File: src/rtl/mlk_pkg.sv
// ----------------------------------------------------------------------------
// mlk_pkg
// Shared types, constants and the code table of the Morse lamp keyer.
// ----------------------------------------------------------------------------
package mlk_pkg;

    // Widths of the fixed fields
    localparam int CHAR_W    = 8;
    localparam int CFG_W     = 16;
    localparam int CFG_IDX_W = 3;
    localparam int STATUS_W  = 2;
    localparam int LEN_W     = 3;
    localparam int CODE_W    = 5;

    // Defaults for the top level parameters
    localparam int COUNT_BITS_DEF   = 16;
    localparam int MAX_ELEMENTS_DEF = 5;

    // Register reset values, in ticks
    localparam logic [CFG_W-1:0] DOT_RST         = 16'd100;
    localparam logic [CFG_W-1:0] DASH_RST        = 16'd300;
    localparam logic [CFG_W-1:0] ELEM_GAP_RST    = 16'd100;
    localparam logic [CFG_W-1:0] LETTER_GAP_RST  = 16'd300;
    localparam logic [CFG_W-1:0] WORD_GAP_RST    = 16'd700;

    // ASCII landmarks
    localparam logic [CHAR_W-1:0] ASCII_SPACE   = 8'd32;
    localparam logic [CHAR_W-1:0] ASCII_ZERO    = 8'd48;
    localparam logic [CHAR_W-1:0] ASCII_NINE    = 8'd57;
    localparam logic [CHAR_W-1:0] ASCII_UPPER_A = 8'd65;
    localparam logic [CHAR_W-1:0] ASCII_UPPER_Z = 8'd90;
    localparam logic [CHAR_W-1:0] ASCII_LOWER_A = 8'd97;
    localparam logic [CHAR_W-1:0] ASCII_LOWER_Z = 8'd122;
    localparam logic [CHAR_W-1:0] CASE_OFFSET   = 8'd32;

    typedef enum logic [STATUS_W-1:0] {
        ST_TICK     = 2'd0,
        ST_ACCEPTED = 2'd1,
        ST_INVALID  = 2'd2,
        ST_REFUSED  = 2'd3
    } t_status;

    typedef enum logic [CFG_IDX_W-1:0] {
        CFG_DOT        = 3'd0,
        CFG_DASH       = 3'd1,
        CFG_ELEM_GAP   = 3'd2,
        CFG_LETTER_GAP = 3'd3,
        CFG_WORD_GAP   = 3'd4
    } t_cfg_idx;

    typedef struct packed {
        logic [CFG_W-1:0] dot;
        logic [CFG_W-1:0] dash;
        logic [CFG_W-1:0] elem_gap;
        logic [CFG_W-1:0] letter_gap;
        logic [CFG_W-1:0] word_gap;
    } t_cfg;

    typedef struct packed {
        logic              mode;
        logic [CHAR_W-1:0] character;
    } t_item;

    // len elements, bit 0 of bits is sent first, 1 means dash
    typedef struct packed {
        logic [LEN_W-1:0]  len;
        logic [CODE_W-1:0] bits;
    } t_code;

    typedef struct packed {
        logic  hit;
        t_code code;
    } t_lookup;

    localparam t_code LETTER_CODES [26] = '{
        '{3'd2, 5'd2},  '{3'd4, 5'd1},  '{3'd4, 5'd5},  '{3'd3, 5'd1},
        '{3'd1, 5'd0},  '{3'd4, 5'd4},  '{3'd3, 5'd3},  '{3'd4, 5'd0},
        '{3'd2, 5'd0},  '{3'd4, 5'd14}, '{3'd3, 5'd5},  '{3'd4, 5'd2},
        '{3'd2, 5'd3},  '{3'd2, 5'd1},  '{3'd3, 5'd7},  '{3'd4, 5'd6},
        '{3'd4, 5'd11}, '{3'd3, 5'd2},  '{3'd3, 5'd0},  '{3'd1, 5'd1},
        '{3'd3, 5'd4},  '{3'd4, 5'd8},  '{3'd3, 5'd6},  '{3'd4, 5'd9},
        '{3'd4, 5'd13}, '{3'd4, 5'd3}
    };

    localparam t_code DIGIT_CODES [10] = '{
        '{3'd5, 5'd31}, '{3'd5, 5'd30}, '{3'd5, 5'd28}, '{3'd5, 5'd24},
        '{3'd5, 5'd16}, '{3'd5, 5'd0},  '{3'd5, 5'd1},  '{3'd5, 5'd3},
        '{3'd5, 5'd7},  '{3'd5, 5'd15}
    };

    // Fold case, then look up a letter or digit; hit is low for anything else
    function automatic t_lookup f_lookup(input logic [CHAR_W-1:0] ch);
        logic [CHAR_W-1:0] folded;
        logic [CHAR_W-1:0] letter_off;
        logic [CHAR_W-1:0] digit_off;
        t_lookup           res;
        folded = ch;
        if (ch inside {[ASCII_LOWER_A:ASCII_LOWER_Z]}) begin
            folded = ch - CASE_OFFSET;
        end
        letter_off = folded - ASCII_UPPER_A;
        digit_off  = folded - ASCII_ZERO;
        res = '0;
        if (folded inside {[ASCII_UPPER_A:ASCII_UPPER_Z]}) begin
            res.hit  = 1'b1;
            res.code = LETTER_CODES[letter_off[4:0]];
        end else if (folded inside {[ASCII_ZERO:ASCII_NINE]}) begin
            res.hit  = 1'b1;
            res.code = DIGIT_CODES[digit_off[3:0]];
        end
        return res;
    endfunction

endpackage

File: src/rtl/mlk_channels.sv
// ----------------------------------------------------------------------------
// mlk_channels
// Valid/ready channels of the keyer: input items, result items, register writes.
// ----------------------------------------------------------------------------
interface mlk_in_if;
    import mlk_pkg::*;

    logic              valid;
    logic              ready;
    logic              mode;
    logic [CHAR_W-1:0] character;

    modport source (output valid, output mode, output character, input ready);
    modport sink   (input valid, input mode, input character, output ready);
endinterface

interface mlk_out_if;
    import mlk_pkg::*;

    logic                valid;
    logic                ready;
    logic                lamp;
    logic [STATUS_W-1:0] status;
    logic                busy_res;

    modport source (output valid, output lamp, output status, output busy_res, input ready);
    modport sink   (input valid, input lamp, input status, input busy_res, output ready);
endinterface

interface mlk_cfg_if;
    import mlk_pkg::*;

    logic                 valid;
    logic                 ready;
    logic [CFG_IDX_W-1:0] index;
    logic [CFG_W-1:0]     data;

    modport source (output valid, output index, output data, input ready);
    modport sink   (input valid, input index, input data, output ready);
endinterface

File: src/rtl/mlk_cfg_regs.sv
// ----------------------------------------------------------------------------
// mlk_cfg_regs
// Timing registers of the keyer, written through the register channel.
// ----------------------------------------------------------------------------
module mlk_cfg_regs (
    input  logic          i_clk,
    input  logic          i_rst_n,
    mlk_cfg_if.sink       i_cfg,
    output mlk_pkg::t_cfg o_cfg
);
    import mlk_pkg::*;

    t_cfg r_cfg;

    assign i_cfg.ready = 1'b1;
    assign o_cfg       = r_cfg;

    always_ff @(posedge i_clk) begin
        if (!i_rst_n) begin
            r_cfg.dot        <= DOT_RST;
            r_cfg.dash       <= DASH_RST;
            r_cfg.elem_gap   <= ELEM_GAP_RST;
            r_cfg.letter_gap <= LETTER_GAP_RST;
            r_cfg.word_gap   <= WORD_GAP_RST;
        end else if (i_cfg.valid) begin
            // drop writes beyond the register list
            case (t_cfg_idx'(i_cfg.index))
                CFG_DOT:        r_cfg.dot        <= i_cfg.data;
                CFG_DASH:       r_cfg.dash       <= i_cfg.data;
                CFG_ELEM_GAP:   r_cfg.elem_gap   <= i_cfg.data;
                CFG_LETTER_GAP: r_cfg.letter_gap <= i_cfg.data;
                CFG_WORD_GAP:   r_cfg.word_gap   <= i_cfg.data;
                default: begin
                end
            endcase
        end
    end

endmodule

File: src/rtl/mlk_in_stage.sv
// ----------------------------------------------------------------------------
// mlk_in_stage
// Input register: holds one item until the keyer core takes it.
// ----------------------------------------------------------------------------
module mlk_in_stage (
    input  logic           i_clk,
    input  logic           i_rst_n,
    mlk_in_if.sink         i_in,
    input  logic           i_take,
    output logic           o_valid,
    output mlk_pkg::t_item o_item
);
    import mlk_pkg::*;

    logic  r_valid;
    t_item r_item;

    // refill in the same cycle the held item moves on
    assign i_in.ready = !r_valid || i_take;
    assign o_valid    = r_valid;
    assign o_item     = r_item;

    always_ff @(posedge i_clk) begin
        if (!i_rst_n) begin
            r_valid <= 1'b0;
        end else if (i_in.ready) begin
            r_valid <= i_in.valid;
        end
    end

    always_ff @(posedge i_clk) begin
        if (i_in.valid && i_in.ready) begin
            r_item.mode      <= i_in.mode;
            r_item.character <= i_in.character;
        end
    end

endmodule

File: src/rtl/mlk_core.sv
// ----------------------------------------------------------------------------
// mlk_core
// Keying state machine and result register: one item per step.
// ----------------------------------------------------------------------------
module mlk_core #(
    parameter int COUNT_BITS   = mlk_pkg::COUNT_BITS_DEF,
    parameter int MAX_ELEMENTS = mlk_pkg::MAX_ELEMENTS_DEF
) (
    input  logic           i_clk,
    input  logic           i_rst_n,
    input  mlk_pkg::t_cfg  i_cfg,
    input  logic           i_valid,
    input  mlk_pkg::t_item i_item,
    output logic           o_take,
    mlk_out_if.source      o_out
);
    import mlk_pkg::*;

    localparam int EL_W  = $clog2(MAX_ELEMENTS + 1);
    localparam int SAT_W = CFG_W + COUNT_BITS;

    typedef enum logic [2:0] {
        PH_IDLE,
        PH_MARK,
        PH_ELEM_GAP,
        PH_LETTER_GAP,
        PH_WORD_GAP
    } t_phase;

    t_phase                  r_phase,   n_phase;
    logic [COUNT_BITS-1:0]   r_ticks,   n_ticks;
    logic [MAX_ELEMENTS-1:0] r_pattern, n_pattern;
    logic [EL_W-1:0]         r_elems,   n_elems;
    logic                    r_after,   n_after;
    logic                    r_lamp,    n_lamp;
    t_status                 n_status;

    logic                    r_out_valid;
    logic                    r_out_lamp;
    t_status                 r_out_status;
    logic                    r_out_busy;

    logic                    step;
    logic [EL_W-1:0]         elems_dec;
    t_lookup                 look;

    // Saturate a register value to the countdown width
    function automatic logic [COUNT_BITS-1:0] f_load(input logic [CFG_W-1:0] v);
        logic [SAT_W-1:0] wide;
        logic [SAT_W-1:0] limit;
        wide  = SAT_W'(v);
        limit = SAT_W'({COUNT_BITS{1'b1}});
        if (wide > limit) begin
            return '1;
        end
        return wide[COUNT_BITS-1:0];
    endfunction

    assign step   = i_valid && (!r_out_valid || o_out.ready);
    assign o_take = step;

    assign o_out.valid    = r_out_valid;
    assign o_out.lamp     = r_out_lamp;
    assign o_out.status   = r_out_status;
    assign o_out.busy_res = r_out_busy;

    always_comb begin
        n_phase   = r_phase;
        n_ticks   = r_ticks;
        n_pattern = r_pattern;
        n_elems   = r_elems;
        n_after   = r_after;
        n_lamp    = r_lamp;
        n_status  = ST_TICK;
        elems_dec = (r_elems != '0) ? r_elems - EL_W'(1) : '0;
        look      = f_lookup(i_item.character);

        if (i_item.mode) begin
            if (r_phase != PH_IDLE) begin
                if (r_ticks > COUNT_BITS'(1)) begin
                    n_ticks = r_ticks - COUNT_BITS'(1);
                end else begin
                    n_ticks = '0;
                    case (r_phase)
                        PH_MARK: begin
                            n_lamp    = 1'b0;
                            n_pattern = r_pattern >> 1;
                            n_elems   = elems_dec;
                            if (elems_dec == '0) begin
                                n_phase = PH_IDLE;
                            end else begin
                                n_phase = PH_ELEM_GAP;
                                n_ticks = f_load(i_cfg.elem_gap);
                            end
                        end
                        PH_ELEM_GAP, PH_LETTER_GAP: begin
                            if (r_elems == '0) begin
                                n_phase = PH_IDLE;
                            end else begin
                                n_phase = PH_MARK;
                                n_lamp  = 1'b1;
                                n_ticks = f_load(r_pattern[0] ? i_cfg.dash : i_cfg.dot);
                            end
                        end
                        default: begin
                            n_phase = PH_IDLE;
                            n_lamp  = 1'b0;
                        end
                    endcase
                end
            end
        end else if (r_phase != PH_IDLE) begin
            n_status = ST_REFUSED;
        end else if (look.hit) begin
            n_status  = ST_ACCEPTED;
            n_pattern = MAX_ELEMENTS'(look.code.bits);
            n_elems   = EL_W'(look.code.len);
            n_after   = 1'b1;
            if (r_after) begin
                n_phase = PH_LETTER_GAP;
                n_lamp  = 1'b0;
                n_ticks = f_load(i_cfg.letter_gap);
            end else begin
                n_phase = PH_MARK;
                n_lamp  = 1'b1;
                n_ticks = f_load(look.code.bits[0] ? i_cfg.dash : i_cfg.dot);
            end
        end else if (i_item.character == ASCII_SPACE) begin
            n_status = ST_ACCEPTED;
            n_phase  = PH_WORD_GAP;
            n_lamp   = 1'b0;
            n_ticks  = f_load(i_cfg.word_gap);
            n_after  = 1'b0;
        end else begin
            n_status = ST_INVALID;
            n_after  = 1'b0;
        end
    end

    always_ff @(posedge i_clk) begin
        if (!i_rst_n) begin
            r_phase     <= PH_IDLE;
            r_ticks     <= '0;
            r_pattern   <= '0;
            r_elems     <= '0;
            r_after     <= 1'b0;
            r_lamp      <= 1'b0;
            r_out_valid <= 1'b0;
        end else begin
            if (step) begin
                r_phase      <= n_phase;
                r_ticks      <= n_ticks;
                r_pattern    <= n_pattern;
                r_elems      <= n_elems;
                r_after      <= n_after;
                r_lamp       <= n_lamp;
                r_out_valid  <= 1'b1;
                r_out_lamp   <= n_lamp;
                r_out_status <= n_status;
                r_out_busy   <= (n_phase != PH_IDLE);
            end else if (o_out.ready) begin
                r_out_valid  <= 1'b0;
            end
        end
    end

endmodule

File: src/rtl/morse_lamp_keyer.sv
// ----------------------------------------------------------------------------
// morse_lamp_keyer
// Drives one lamp with International Morse code from character and tick items.
// ----------------------------------------------------------------------------
// Usage:
//   i_in carries items: mode 0 sends the ASCII character, mode 1 is one
//   time tick. Letters (either case) and digits are keyed, a space gives a
//   dark word gap, anything else returns status invalid. A character sent
//   while an element or gap is still running is refused and changes nothing.
//   o_out returns exactly one result item per input item, in order: the lamp
//   after that item, the status and whether keying is still busy.
//   i_cfg writes the five timing registers (dot, dash, element gap, letter
//   gap, word gap, index 0 to 4); other indexes are ignored. It is always
//   ready; write it only while no item is in flight.
// Timing:
//   An item goes through the input register and one pass of the keying
//   logic into the result register: its result item is loaded when the
//   core takes the item from the input register. One item is taken every
//   cycle unless o_out is held off, set by the single countdown and phase
//   update per item.
// Reset (synchronous, active low): lamp dark, keyer idle, registers back to
//   their defaults, both item registers empty.
// Stall: when o_out is held off, the result register keeps its item and the
//   input register takes one more; after that i_in.ready drops.
// ----------------------------------------------------------------------------
module morse_lamp_keyer #(
    parameter int COUNT_BITS   = mlk_pkg::COUNT_BITS_DEF,
    parameter int MAX_ELEMENTS = mlk_pkg::MAX_ELEMENTS_DEF
) (
    input  logic      i_clk,
    input  logic      i_rst_n,
    mlk_in_if.sink    i_in,
    mlk_out_if.source o_out,
    mlk_cfg_if.sink   i_cfg
);
    import mlk_pkg::*;

    t_cfg  cfg;          // current timing registers
    t_item item;         // item waiting in the input register
    logic  item_valid;
    logic  item_take;    // core consumes the held item this cycle

    // timing registers
    mlk_cfg_regs u_cfg_regs (
        .i_clk   (i_clk),
        .i_rst_n (i_rst_n),
        .i_cfg   (i_cfg),
        .o_cfg   (cfg)
    );

    // hold the incoming item; refill as soon as it moves on
    mlk_in_stage u_in_stage (
        .i_clk   (i_clk),
        .i_rst_n (i_rst_n),
        .i_in    (i_in),
        .i_take  (item_take),
        .o_valid (item_valid),
        .o_item  (item)
    );

    // advance the keying state and register the result item
    mlk_core #(
        .COUNT_BITS   (COUNT_BITS),
        .MAX_ELEMENTS (MAX_ELEMENTS)
    ) u_core (
        .i_clk   (i_clk),
        .i_rst_n (i_rst_n),
        .i_cfg   (cfg),
        .i_valid (item_valid),
        .i_item  (item),
        .o_take  (item_take),
        .o_out   (o_out)
    );

endmodule

File: src/flat_wrapper.sv
// flat-port wrapper written by rule: the top's interface ports become plain ports
module morse_lamp_keyer_flat import mlk_pkg::*;
#(
    parameter int COUNT_BITS   = mlk_pkg::COUNT_BITS_DEF,
    parameter int MAX_ELEMENTS = mlk_pkg::MAX_ELEMENTS_DEF
)
  (i_clk, i_rst_n, i_in_valid, i_in_mode, i_in_character, i_in_ready, o_out_valid, o_out_lamp, o_out_status, o_out_busy_res, o_out_ready, i_cfg_valid, i_cfg_index, i_cfg_data, i_cfg_ready);
  mlk_in_if i_in_i ();
  mlk_out_if o_out_i ();
  mlk_cfg_if i_cfg_i ();
  input  logic i_clk;
  input  logic i_rst_n;
  input wire logic [$bits(i_in_i.valid)-1:0] i_in_valid;
  input wire logic [$bits(i_in_i.mode)-1:0] i_in_mode;
  input wire logic [$bits(i_in_i.character)-1:0] i_in_character;
  output wire logic [$bits(i_in_i.ready)-1:0] i_in_ready;
  output wire logic [$bits(o_out_i.valid)-1:0] o_out_valid;
  output wire logic [$bits(o_out_i.lamp)-1:0] o_out_lamp;
  output wire logic [$bits(o_out_i.status)-1:0] o_out_status;
  output wire logic [$bits(o_out_i.busy_res)-1:0] o_out_busy_res;
  input wire logic [$bits(o_out_i.ready)-1:0] o_out_ready;
  input wire logic [$bits(i_cfg_i.valid)-1:0] i_cfg_valid;
  input wire logic [$bits(i_cfg_i.index)-1:0] i_cfg_index;
  input wire logic [$bits(i_cfg_i.data)-1:0] i_cfg_data;
  output wire logic [$bits(i_cfg_i.ready)-1:0] i_cfg_ready;
  assign i_in_i.valid = i_in_valid;
  assign i_in_i.mode = i_in_mode;
  assign i_in_i.character = i_in_character;
  assign i_in_ready = i_in_i.ready;
  assign o_out_valid = o_out_i.valid;
  assign o_out_lamp = o_out_i.lamp;
  assign o_out_status = o_out_i.status;
  assign o_out_busy_res = o_out_i.busy_res;
  assign o_out_i.ready = o_out_ready;
  assign i_cfg_i.valid = i_cfg_valid;
  assign i_cfg_i.index = i_cfg_index;
  assign i_cfg_i.data = i_cfg_data;
  assign i_cfg_ready = i_cfg_i.ready;
  morse_lamp_keyer #(.COUNT_BITS(COUNT_BITS), .MAX_ELEMENTS(MAX_ELEMENTS)) u_core (.i_clk(i_clk), .i_rst_n(i_rst_n), .i_in(i_in_i), .o_out(o_out_i), .i_cfg(i_cfg_i));
endmodule
File: config.mk
export PLATFORM = sky130hd
export DESIGN_NAME = morse_lamp_keyer_flat
export DESIGN_NICKNAME = d
export VERILOG_FILES = /design/src/rtl/mlk_pkg.sv /design/src/rtl/mlk_channels.sv /design/src/rtl/mlk_cfg_regs.sv /design/src/rtl/mlk_in_stage.sv /design/src/rtl/mlk_core.sv /design/src/rtl/morse_lamp_keyer.sv /design/src/flat_wrapper.sv
export SDC_FILE = /design/constraint.sdc
export NUM_CORES = 1
export LEC_CHECK = 0
export BUFFER_PORTS_ARGS = -buffer_cell sky130_fd_sc_hd__buf_4
export CORE_MARGIN = 3
export CORE_UTILIZATION = 25
export DETAILED_ROUTE_END_ITERATION = 12
export GPL_TIMING_DRIVEN = 0
export HOLD_SLACK_MARGIN = 0.06
export PLACE_DENSITY = 0.39
export SYNTH_ARGS = -nofsm -noshare
export SYNTH_HDL_FRONTEND = slang
export SYNTH_HIERARCHICAL = 1
export SYNTH_SLANG_ARGS = --single-unit
File: constraint.sdc
create_clock -name i_clk -period 7.65 [get_ports i_clk]
set_input_delay 1.53 -clock i_clk [delete_from_list [all_inputs] [get_ports i_clk]]
set_output_delay 1.53 -clock i_clk [all_outputs]
set_load 0.02 [all_outputs]
Word level (Yosys, flattened, before mapping)
Memory sizes are Yosys's and may differ from the RTL's. Cells that the tools add are included. W data, S select, Z words.

Input port bits: 33. Output and inout port bits: 7. ROM bits: 384. Memories kept: 2. Bits in registers: 124.

Memories: (name not given) (depth 32, width 8, rd ports 1, clocked after memory_dff 0, write ports 0, RTL line mlk_pkg.sv:106) `res.code = LETTER_CODES[letter_off[4:0]];`; (name not given) (depth 16, width 8, rd ports 1, clocked after memory_dff 0, write ports 0, RTL line mlk_pkg.sv:109) `res.code = DIGIT_CODES[digit_off[3:0]];`.

$add $sub $neg: 5. $lt $le $gt $ge: 9. Reductions and logical operators: 28. Mux-type cells: 57. Eq/ne operators: 12. Bitwise logic cells: 4.

Operator list (count): $mux W16 (11); $mux W8 (5); $mux W3 (13); $pmux W16 S2 (1); $mux W5 (6); $mux W9 (2); $ge A8 B7 Y1 const B (2); $gt A16 B1 Y1 const B (1); $le A8 B7 Y1 const B (2); $sub A16 B1 Y16 const B (1); $mux W1 (13); $eq A3 B2 Y1 const B (4); $reduce_and A2 Y1 (6); $reduce_bool A3 Y1 (4); $mux W2 (5); $logic_not A3 Y1 (3); $eq A8 B6 Y1 const B (1); $ge A8 B6 Y1 const B (1); $le A8 B6 Y1 const B (1); $sub A8 B6 Y8 const B (1); $eq A3 B1 Y1 const B (2); $ge A6 B6 Y1 const B (1); $ne A2 B2 Y1 const B (3); $not A5 Y6 (1); other kinds (17) (25).

Depth between registers and ports, before layout
Gate-level depths: netlist (run 1).

Depth after elaboration: 15. Depth in mapped cells: 16. Mapped depth without buffers: 11.

Cells and area by module
The synthesis (run 1) kept the hierarchy.

Modules (own cells, without submodules): mlk_core (cells an instance 488, area an instance 3728.6 um^2, instances 1, sequential area each 720.7 um^2); mlk_cfg_regs (cells an instance 291, area an instance 3061.7 um^2, instances 1, sequential area each 1601.5 um^2); mlk_in_stage (cells an instance 14, area an instance 327.8 um^2, instances 1, sequential area each 290.3 um^2).

Worst setup path after synthesis (run 1)
Ideal clock, no wire load.

Path kind: in2out. Start: in o_out_ready. End: out i_in_ready. Stages: 4. Arrival: 2345 ps. Slack: 3775 ps. Path buffers: 1. Cells stage by stage: inv_1 a21boi_0 clkbuf_1 nand2b_4.

Longest elaborated chain between the ends: 3.

RTL lines: start, declared (RTL line flat_wrapper.sv:21) `input wire logic [$bits(o_out_i.ready)-1:0] o_out_ready;`; $logic_or A1 B1 Y1 (RTL line mlk_core.sv:59) `assign step = i_valid && (!r_out_valid || o_out.ready);`; $logic_and A1 B1 Y1 (RTL line mlk_core.sv:59); via u_core.item_take (RTL line morse_lamp_keyer.sv:41) `logic item_take;`; $logic_or A1 B1 Y1 (RTL line mlk_in_stage.sv:19) `assign i_in.ready = !r_valid || i_take;`; end, declared (RTL line flat_wrapper.sv:16) `output wire logic [$bits(i_in_i.ready)-1:0] i_in_ready;`.

The timed path passes the listed nets, and every way through them passes these cells.

Worst setup path in the final report (run 1)
Same ends and word-level chain as after synthesis.

==> out/qor.txt, run 1 <==
FILL cells -> 3054
Critical path type -> in -> out
I/O Buffers -> 38
Avg Cell Area, Syn -> 8.98 um^2
Initial Utilization -> 25.5%
Sequential Area -> 0.00261 mm^2
RSZ-0062 raised after global routing -> no
CP max FO -> 10
Synth Area in XOR/XNOR -> 1.60%
Row count -> 61
Core area -> 0.0279 mm^2
Area grow syn2layout -> 18.6%
Total of max-cap violations -> 0
Mapped Area -> 0.00712 mm^2
TritonRoute pass-1 iters -> 5
Worst Hold Class -> reg -> reg
Final wirelength -> 23300 um
Clock slew seen by the registers of the worst setup and hold paths -> 70 ps
Grt ovf -> 0
Initial antenna violation count -> 0
First-pass GRT wire length -> 37000 um
Final net count -> 898
Crit path capture type -> output port
DR iter-0 viols -> 311
H-tree depth -> 4
Hold Vio Cnt, Final -> 0
Fmax -> 224 MHz
Layout cells sized above 1 -> 14.1%
Crit path cell chain -> buf_4 > inv_1 > a21boi_0 > clkbuf_1 > nand2b_4 > buf_4
Slowest cell delay on critical path -> 490 ps
Required @ worst endpoint -> 6120 ps
Post-DP HPWL -> 17200 um
Standby leakage power -> 3.35 nW
Wire per inst -> 18.8 um
Setup TNS -> 0 ps
Crit start category -> input pin
Synth Flop Type -> dfxtp_1
Synth Instances -> 793
Final setup vio count -> 0
DRC Markers -> 0
Post-synth EDFFs -> 13
GRT Overall Usage -> 15.6%
Final slew viol count -> 0
Number of distinct library cells after synthesis -> 73
Design area -> 0.00844 mm^2
CTS root buffer -> clkbuf_16
Post-CTS resize count -> 0
Cts hold-fix bufs -> 0
FFs w/ async S/R, synth -> 0%
Multi-input logic area -> 0.00408 mm^2
Mux cell area share after synthesis -> 20.2%
Crit path buffers/inverters -> 4
Largest family of logic cells by synthesized area -> multiplexers
Synth Warn # -> 6
Total number of vias -> 5906
Skew final -> 9.44 ps
Antenna diodes -> 0
Clk buf depth -> 2
Slowest-stage cell, CP -> a21boi_0
Largest net degree at the start of global routing -> 17
FF+latch count, synth -> 124
Overall die width -> 175 um
Relative slew slack -> 26.3%
Num ports -> 40
Clock buffer count from CTS -> 17
Most frequent CP cell -> buf_4
Vias in the first global route -> 6099
Die area -> 0.0305 mm^2
Tmin final -> 4460 ps
PwrDens -> 216 mW/mm^2
Critical path data arrival time -> 2930 ps
Final RePlAce weighted congestion -> 0.808
Tcrit/Tclk final -> 58.3%
Clk_lat worst skew -> 420 ps
Vias per cell -> 4.76
Status -> finished, final reports clean
Synth Area in Adders -> 2.46%
CTS tree -> yes
Worst Tran Pin Value -> 1100 ps
Compound-Gate Fraction of Synth Area -> 14.7%
Sink Count -> 124
Syn nets -> 840
Top delay family on crit path -> buffers and inverters
VDD IR-drop max -> 135 uV
Area share of and/or/nand/nor cells after synthesis -> 18.4%
Remaining antenna violation count -> 0
Placed Area -> 0.00788 mm^2
Die span in y -> 175 um
Post-CTS Setup Inserts -> 0
Proportion of synthesized chip area in sequential cells -> 36.7%
==> report_power, final <==
part	switching [W]	internal, W
combinational	0.000212	0.000136
clock	0.000339	0.000439
sequential	0.0000187	0.000680
total	0.000570	0.00125
==> metal layers <==
layer | wire length, um | part of all wire [%] | vias up | global-route usage [%]
met5 | 0 | 0 | - | 0
met4 | 206 | 0.88 | 0 | 3.26
met3 | 684 | 2.9 | 16 | 2.72
met2 | 10800 | 46 | 94 | 25.6
met1 | 11700 | 50 | 2848 | 21.7
li1 | - | - | 2948 | -
==> area by class of cell <==
type	instances	share of cell area (%)
inverters	36	1.60
repair buffers	39	3.47
well taps	378	5.60
plain buffers	57	3.39
clock inverters	13	1.26
clock buffers	18	5.34
multi-input cells	576	48.4
flip-flops and latches	124	31.0
==> final timing paths <==
kind         slack [ps]                     endpoint                         from  depth (start not counted)
max                3190                   i_in_ready                  o_out_ready                          6
min                 460  u_core/u_cfg_regs/o_cfg[31]  u_core/u_cfg_regs/o_cfg[31]                          2
max reg2reg        3360    u_core/u_core/r_ticks[15]  u_core/u_in_stage/o_item[1]                         16
min reg2reg         460  u_core/u_cfg_regs/o_cfg[31]  u_core/u_cfg_regs/o_cfg[31]                          2
==> state kept, by name, summed over array words and instances (netlist names) <==
name                          cells
u_core/u_core/r_phase             3
u_core/u_core/r_ticks            16
u_core/u_core/o_out.valid         1
u_core/u_core/o_out.status        2
u_core/u_core/r_elems             3
u_core/u_cfg_regs/o_cfg          80
u_core/u_core/r_pattern           5
u_core/u_core/r_after             1
u_core/u_core/o_out.lamp          1
u_core/u_in_stage/o_item          9
u_core/u_core/o_out.busy_res      1
u_core/u_core/r_lamp              1
u_core/u_in_stage/o_valid         1
==> cell families after synthesis <==
group,count (synthesis)
mux,138
xor+xnor,13
other cells,1
compound gates,150
flops,124
buf+inv,93
fa+ha+maj,14
simple gates,260
==> cell usage in the layout (no fill, tap or decap), drive strengths merged, types with 6 or more instances in the layout <==
| master | Yosys | layout |
|---|---|---|
| and2 | 11 | 11 |
| nor2b | 30 | 30 |
| a32o | 7 | 7 |
| o311ai | 7 | 7 |
| nor4 | 10 | 10 |
| nor3 | 15 | 15 |
| buf | 21 | 60 |
| nor2 | 43 | 43 |
| mux2 | 16 | 16 |
| o211ai | 6 | 6 |
| nand2 | 110 | 110 |
| o32ai | 10 | 10 |
| dfxtp | 111 | 111 |
| nand3 | 6 | 6 |
| a211oi | 14 | 14 |
| a221oi | 6 | 6 |
| clkbuf | 36 | 54 |
| a21oi | 33 | 33 |
| nand2b | 6 | 6 |
| inv | 36 | 42 |
| xnor2 | 10 | 10 |
| edfxtp | 13 | 13 |
| ha | 14 | 14 |
| o21ai | 36 | 36 |
| mux2i | 120 | 120 |
==> Yosys cell counts (5+ instances only) <==
library cell | number | area (um^2)
a211oi_1 | 11 | 82.6
nor2b_1 | 30 | 188
o221ai_1 | 5 | 43.8
nand2b_1 | 5 | 31.3
o32ai_1 | 10 | 87.6
and2_1 | 10 | 62.6
dfxtp_1 | 111 | 2220
clkbuf_1 | 36 | 135
ha_1 | 14 | 175
nor3_1 | 15 | 75.1
a21oi_1 | 33 | 165
edfxtp_1 | 13 | 390
o211ai_1 | 6 | 45.0
o21ai_0 | 36 | 180
buf_4 | 5 | 37.5
nand2_1 | 109 | 409
xnor2_1 | 10 | 87.6
buf_2 | 10 | 50.1
a221oi_1 | 6 | 52.6
nor4_1 | 8 | 50.1
nand3_1 | 6 | 30.0
mux2i_1 | 120 | 1200
nor2_1 | 43 | 161
mux2_2 | 13 | 146
o311ai_0 | 7 | 61.3
inv_1 | 36 | 135
a32o_1 | 7 | 70.1
==> worst register-to-register path: stages, from the launching register on <==
cell      delay [ps]
edfxtp_1         470
clkbuf_1         460
inv_1            210
ha_1             220
buf_2            170
inv_1            130
ha_1             170
clkbuf_1         380
nand4b_1         150
o21ai_0           90
and4b_1          200
o32a_1           350
buf_6            160
buf_8            170
mux2i_1          130
o311ai_0         520
a32o_1           250
==> per-stage QoR <==
stage          total power [W]  hold slack (ps)  cells  utilization (%)  worst slack [ps]
2_1_floorplan         0.000949              432    793                -              3780
3_3_place_gp           0.00106              442   1209             28.2              3110
3_5_place_dp           0.00106              450   1210             28.2              3160
4_1_cts                0.00185              460   1241             30.2              3170
5_1_grt                0.00192              479   1241             30.2              3010
6_report               0.00182              458   1241             30.2              3190
(Power assumes the default switching activity.)
==> run 2: changes to the inputs <==
--- a/config.mk
+++ b/config.mk
@@ -11,7 +11,7 @@
 export DETAILED_ROUTE_END_ITERATION = 12
 export GPL_TIMING_DRIVEN = 0
 export HOLD_SLACK_MARGIN = 0.06
-export PLACE_DENSITY = 0.39
+export PLACE_DENSITY = 0.41
 export SYNTH_ARGS = -nofsm -noshare
 export SYNTH_HDL_FRONTEND = slang
 export SYNTH_HIERARCHICAL = 1
==> constraint.sdc (replaced) <==
create_clock -name i_clk -period 3.95 [get_ports i_clk]
set_input_delay 0.79 -clock i_clk [delete_from_list [all_inputs] [get_ports i_clk]]
set_output_delay 0.79 -clock i_clk [all_outputs]
set_load 0.02 [all_outputs]
==> out/qor.txt, run 2 (synthesis gave the netlist of run 1 again) <==
Status -> finished, final reports clean
Slowest-stage cell, CP -> or4b_1
Die span in y -> 175 um
Cts hold-fix bufs -> 0
Num ports -> 40
Hold Vio Cnt, Final -> 0
M1 WL -> 11700 um
Final net count -> 900
Met3 WL -> 688 um
Sink Count -> 124
Post-Layout Cell Count -> 1244
Worst Hold Class -> reg -> reg
Overall die width -> 175 um
Clock buffer count from CTS -> 17
Row count -> 61
Clk_lat worst skew -> 430 ps
VDD IR-drop max -> 231 uV
Tot Pwr -> 0.00359 W
I/O Buffers -> 38
Tcrit/Tclk final -> 94.2%
Final wirelength -> 23100 um
Crit start category -> flop
Antenna diodes -> 0
Vias per cell -> 4.80
Commonest non-fill, non-tap cell in the layout -> mux2i_1
Largest net degree at the start of global routing -> 17
Routed met2 length -> 10500 um
Total number of vias -> 5977
Number of flip-flops in the largest register -> 80
Pre-CTS worst setup slack -> -260 ps
Critical path type -> reg -> reg
Fmax -> 269 MHz
Initial antenna violation count -> 0
GRT Overall Usage -> 15.3%
Max layer used -> met4
FILL cells -> 3036
Initial Utilization -> 25.5%
Final RePlAce weighted congestion -> 0.795
Final slew viol count -> 0
Clock slew seen by the registers of the worst setup and hold paths -> 70 ps
Relative slew slack -> 23.7%
CTS tree -> yes
Slowest cell delay on critical path -> 530 ps
Most frequent CP cell -> buf_2
Tmin final -> 3720 ps
Remaining antenna violation count -> 0
RSZ-0062 raised after global routing -> no
Grt ovf -> 0
Critical path data arrival time -> 4030 ps
CTS root buffer -> clkbuf_16
Most frequent cells in the layout -> mux2i_1 (120), dfxtp_1 (111), nand2_1 (109), buf_4 (48), nor2_1 (43)
First-pass GRT wire length -> 36200 um
PwrDens -> 423 mW/mm^2
Standby leakage power -> 3.39 nW
DRC Markers -> 0
Wire per inst -> 18.6 um
Placed Cells -> 1210
Design area -> 0.00850 mm^2
Vias in the first global route -> 5875
Setup WS post-layout -> 229 ps
Worst Tran Pin Value -> 1140 ps
Crit path cell chain -> clkbuf_2 > inv_1 > ha_1 > buf_2 > or4b_1 > o211ai_1 > and3b_1 > buf_2 > buf_4 > mux2i_1 > o311ai_0 > a32o_1
Total of max-cap violations -> 0
H-tree depth -> 4
TritonRoute pass-1 iters -> 7
Core area -> 0.0279 mm^2
Placed Area -> 0.00788 mm^2
Area grow syn2layout -> 19.4%
Skew final -> 15.7 ps
CP max FO -> 10
Layout cells sized above 1 -> 14.9%
Die area -> 0.0305 mm^2
Clk buf depth -> 2
Post-DP HPWL -> 16900 um
Crit path capture type -> flop
DR iter-0 viols -> 378
Required @ worst endpoint -> 4260 ps
Setup TNS -> 0 ps
Final setup vio count -> 0
-- run 2: cell types whose count changed in the layout (fill, tap and decap cells not counted), sizes merged --
cell and delta:
buf +4, clkbuf -3, clkinv -3, clkinvlp -2
inv +7
-- run 2: path summary, 6_finish.rpt --
path | startpoint | end | slack, ps | cells after the start
worst max-delay path | u_core/u_in_stage/o_item[0] | u_core/u_core/r_ticks[4] | 230 | 12
worst min-delay path | u_core/u_cfg_regs/o_cfg[31] | u_core/u_cfg_regs/o_cfg[31] | 460 | 2
worst min register to register | u_core/u_cfg_regs/o_cfg[31] | u_core/u_cfg_regs/o_cfg[31] | 460 | 2
worst max register to register | u_core/u_in_stage/o_item[0] | u_core/u_core/r_ticks[4] | 230 | 12
-- run 2: timing repair --
action / in CTS / in global routing
setup buffers: 0 / 3
setup endpoints to repair: 16 / 16
pin swaps: 0 / 0
resized for setup: 5 / 5
-- run 2: through the flow --
stage          util [%]  hold slack, ps
5_1_grt            30.4             475
3_3_place_gp       28.2             444
4_1_cts            30.3             460
3_5_place_dp       28.2             451
2_1_floorplan         -             432
6_report           30.4             456
-- run 2: report_power, final --
group	internal, W	switching [W]	leakage (nW)
combinational	0.000267	0.000416	2.08
clock	0.000852	0.000708	0.292
sequential	0.00132	0.0000354	1.02
total	0.00243	0.00116	3.39
-- run 2: critical path: cells and delay by family (launching register included) --
family          cells  cell delay [ps]
fa+ha+maj           1              150
simple gates        2              720
mux                 1              320
buf+inv             5             1200
compound gates      3              790
flops               1              430
-- run 2: layout make-up --
cell class,count,area (um^2),area share (%)
Inverter,36,135,1.59
Sequential cell,124,2610,30.8
Tap cell,378,473,5.57
Timing Repair Buffer,42,315,3.71
Buffer,56,292,3.43
Multi-Input combinational cell,576,4080,48.1
Clock inverter,15,159,1.87
Clock buffer,17,425,5.01
-- run 2: per-layer routing --
| layer | GRT usage (%) | vias to the layer above |
|---|---|---|
| met2 | 24.2 | 105 |
| met1 | 22.0 | 2889 |
| met4 | 3.89 | 0 |
| met3 | 2.24 | 17 |
| li1 | - | 2966 |
| met5 | 0 | - |
==> run 3: changes to the inputs <==
--- a/config.mk
+++ b/config.mk
@@ -14,5 +14,4 @@
 export PLACE_DENSITY = 0.41
 export SYNTH_ARGS = -nofsm -noshare
 export SYNTH_HDL_FRONTEND = slang
-export SYNTH_HIERARCHICAL = 1
 export SYNTH_SLANG_ARGS = --single-unit
==> out/qor.txt, run 3 <==
Final wirelength -> 27400 um
Top cells by area, synth -> dfxtp_1 (31%), nand2_1 (10%), a21oi_1 (6.8%)
Status -> finished, final reports clean
CP max FO -> 10
Overall die width -> 174 um
Post-CTS Setup Inserts -> 0
Crit start category -> flop
Post-synth EDFFs -> 13
TritonRoute pass-1 iters -> 5
I/O Buffers -> 38
Worst Tran Pin Value -> 963 ps
Commonest cells post-synth -> nand2_1 (195), dfxtp_1 (111), a21oi_1 (96)
Tcrit/Tclk final -> 95.0%
Grt ovf -> 0
FILL cells -> 2977
GRT Overall Usage -> 18.0%
Required @ worst endpoint -> 4270 ps
FFs w/ async S/R, synth -> 0%
Final RePlAce weighted congestion -> 0.859
Layout cells sized above 1 -> 12.9%
Clock slew seen by the registers of the worst setup and hold paths -> 60 ps
DRC Markers -> 0
Most frequent cells in the layout -> nand2_1 (194), dfxtp_1 (111), a21oi_1 (95), nor2_1 (60), clkbuf_1 (48)
Number of flip-flops in the largest register -> 80
Num ports -> 40
Sequential Area -> 0.00261 mm^2
Clk buf depth -> 2
CTS root buffer -> clkbuf_16
Row count -> 60
Mapped Area -> 0.00707 mm^2
Sink Count -> 124
RSZ-0062 raised after global routing -> no
Relative slew slack -> 35.8%
Placed Area -> 0.00783 mm^2
PwrDens -> 433 mW/mm^2
Total of max-cap violations -> 0
Wire per inst -> 20.2 um
Remaining antenna violation count -> 0
Setup WS post-layout -> 197 ps
Number of distinct library cells after synthesis -> 81
Clock buffer count from CTS -> 17
WHS Path Cells -> 2
Final setup vio count -> 0
Vias in the first global route -> 6719
Initial Utilization -> 25.8%
Avg Cell Area, Syn -> 7.74 um^2
Proportion of synthesized chip area in sequential cells -> 36.9%
Final net count -> 1018
Final slew viol count -> 0
Hold WS -> 464 ps
Post-DP HPWL -> 20800 um
Cts hold-fix bufs -> 0
Synth Instances -> 914
Largest net degree at the start of global routing -> 17
Area grow syn2layout -> 20.7%
Hold Vio Cnt, Final -> 0
Synth top area share -> 31.4%
CTS tree -> yes
Critical path type -> reg -> reg
Total number of vias -> 6912
First-pass GRT wire length -> 42300 um
Clk_lat worst skew -> 430 ps
Worst R2R Path Depth -> 13
Design area -> 0.00854 mm^2
Multi-input logic area -> 0.00418 mm^2
Worst Hold Class -> reg -> reg
Synth Flop Type -> dfxtp_1
VDD IR-drop max -> 237 uV
Antenna diodes -> 0
Placed Cells -> 1324
Initial antenna violation count -> 0
Skew final -> 11.2 ps
Post-Layout Cell Count -> 1356
Die area -> 0.0304 mm^2
Fmax -> 266 MHz
Vias per cell -> 5.10
Standby leakage power -> 3.02 nW
FF+latch count, synth -> 124
Commonest non-fill, non-tap cell in the layout -> nand2_1
Synth Warn # -> 0
H-tree depth -> 4
Critical path data arrival time -> 4080 ps
Crit path capture type -> flop
Syn nets -> 961
DR iter-0 viols -> 643
Pre-CTS worst setup slack -> -100 ps
Die span in y -> 174 um
Post-synth top area cell -> dfxtp_1
Core area -> 0.0274 mm^2
Tmin final -> 3750 ps
Most common cell in the netlist -> nand2_1
==> run 3: changes by cell type in the layout (fill, tap and decap cells not counted), sizes merged, moves of 20 or more <==
cell,before,now
nor2,43,63
nand2,110,195
a21oi,33,96
nand3,6,46
mux2i,120,20
inv,49,24
nor2b,30,4
==> run 3: timing repair <==
| item | CTS | global route |
|---|---|---|
| setup endpoints to repair | 11 | 18 |
| endpoints found under the hold margin | 0 | 0 |
| resized for setup | 5 | 19 |
==> run 3: path summary, 6_finish.rpt <==
check                                                 start                          end  slack [ps]
worst max-delay path            u_core.u_in_stage.o_item[1]     u_core.u_core.r_ticks[8]         200
worst min-delay path            u_core.u_cfg_regs.o_cfg[41]  u_core.u_cfg_regs.o_cfg[41]         460
worst max register to register  u_core.u_in_stage.o_item[1]     u_core.u_core.r_ticks[8]         200
worst min register to register  u_core.u_cfg_regs.o_cfg[41]  u_core.u_cfg_regs.o_cfg[41]         460
==> run 3: area by class of cell <==
type	count	area share (%)
buffer	66	3.50
clock buffer	19	5.32
clock inverter	13	2.07
inverter	19	0.835
multi-input combinational	705	48.9
sequential	124	30.6
tap	372	5.45
timing repair buffer	38	3.34
==> run 3: cell families (layout without fill, tap and decap cells) <==
| kind of cell | after synthesis | after routing | share of synthesized area [%] |
|---|---|---|---|
| and+or+nand+nor | 388 | 388 | 24.9 |
| adders and majority gates | 14 | 14 | 2.48 |
| other | 1 | 1 | 0.0530 |
| DFF | 124 | 124 | 36.9 |
| AOI/OAI and AO/OA | 268 | 268 | 25.6 |
| buffers and inverters | 85 | 155 | 5.18 |
| xor gates and xnor gates | 10 | 10 | 1.34 |
| muxes | 24 | 24 | 3.47 |
==> run 3: worst max-delay path: stages (launching register included) <==
cell and delay, ps:
edfxtp_1 450, buf_2 220, inv_1 160, ha_1 160, buf_2 200, or3b_2 550, xnor2_2 250, a311o_1 390
or3_4 430, buf_6 180, buf_6 140, a21oi_1 120, o21ai_1 90, a32o_1 290
==> run 3: power by group <==
part	internal [W]	total, W	switching, W
Combinational	0.000226	0.000645	0.000420
Clock	0.00105	0.00170	0.000656
Sequential	0.00131	0.00135	0.0000358
==> run 3: per-stage QoR <==
| stage | total power, W | utilization (%) | setup TNS [ps] |
|---|---|---|---|
| finish | 0.00370 | 31.2 | 0 |
| global route | 0.00385 | 31.2 | 0 |
| global placement | 0.00200 | 28.6 | -1330 |
| detailed placement | 0.00200 | 28.6 | -909 |
| CTS | 0.00371 | 30.9 | 0 |
| floorplan | 0.00177 | - | 0 |
==> run 3: layer usage <==
| metal | vias to the layer above | part of all wire (%) | GRT usage [%] |
|---|---|---|---|
| met2 | 177 | 46 | 29.2 |
| met3 | 36 | 4.0 | 2.51 |
| met4 | 0 | 2.1 | 4.96 |
| met5 | - | 0 | 0 |
| met1 | 3288 | 48 | 25.1 |
| li1 | 3411 | - | - |
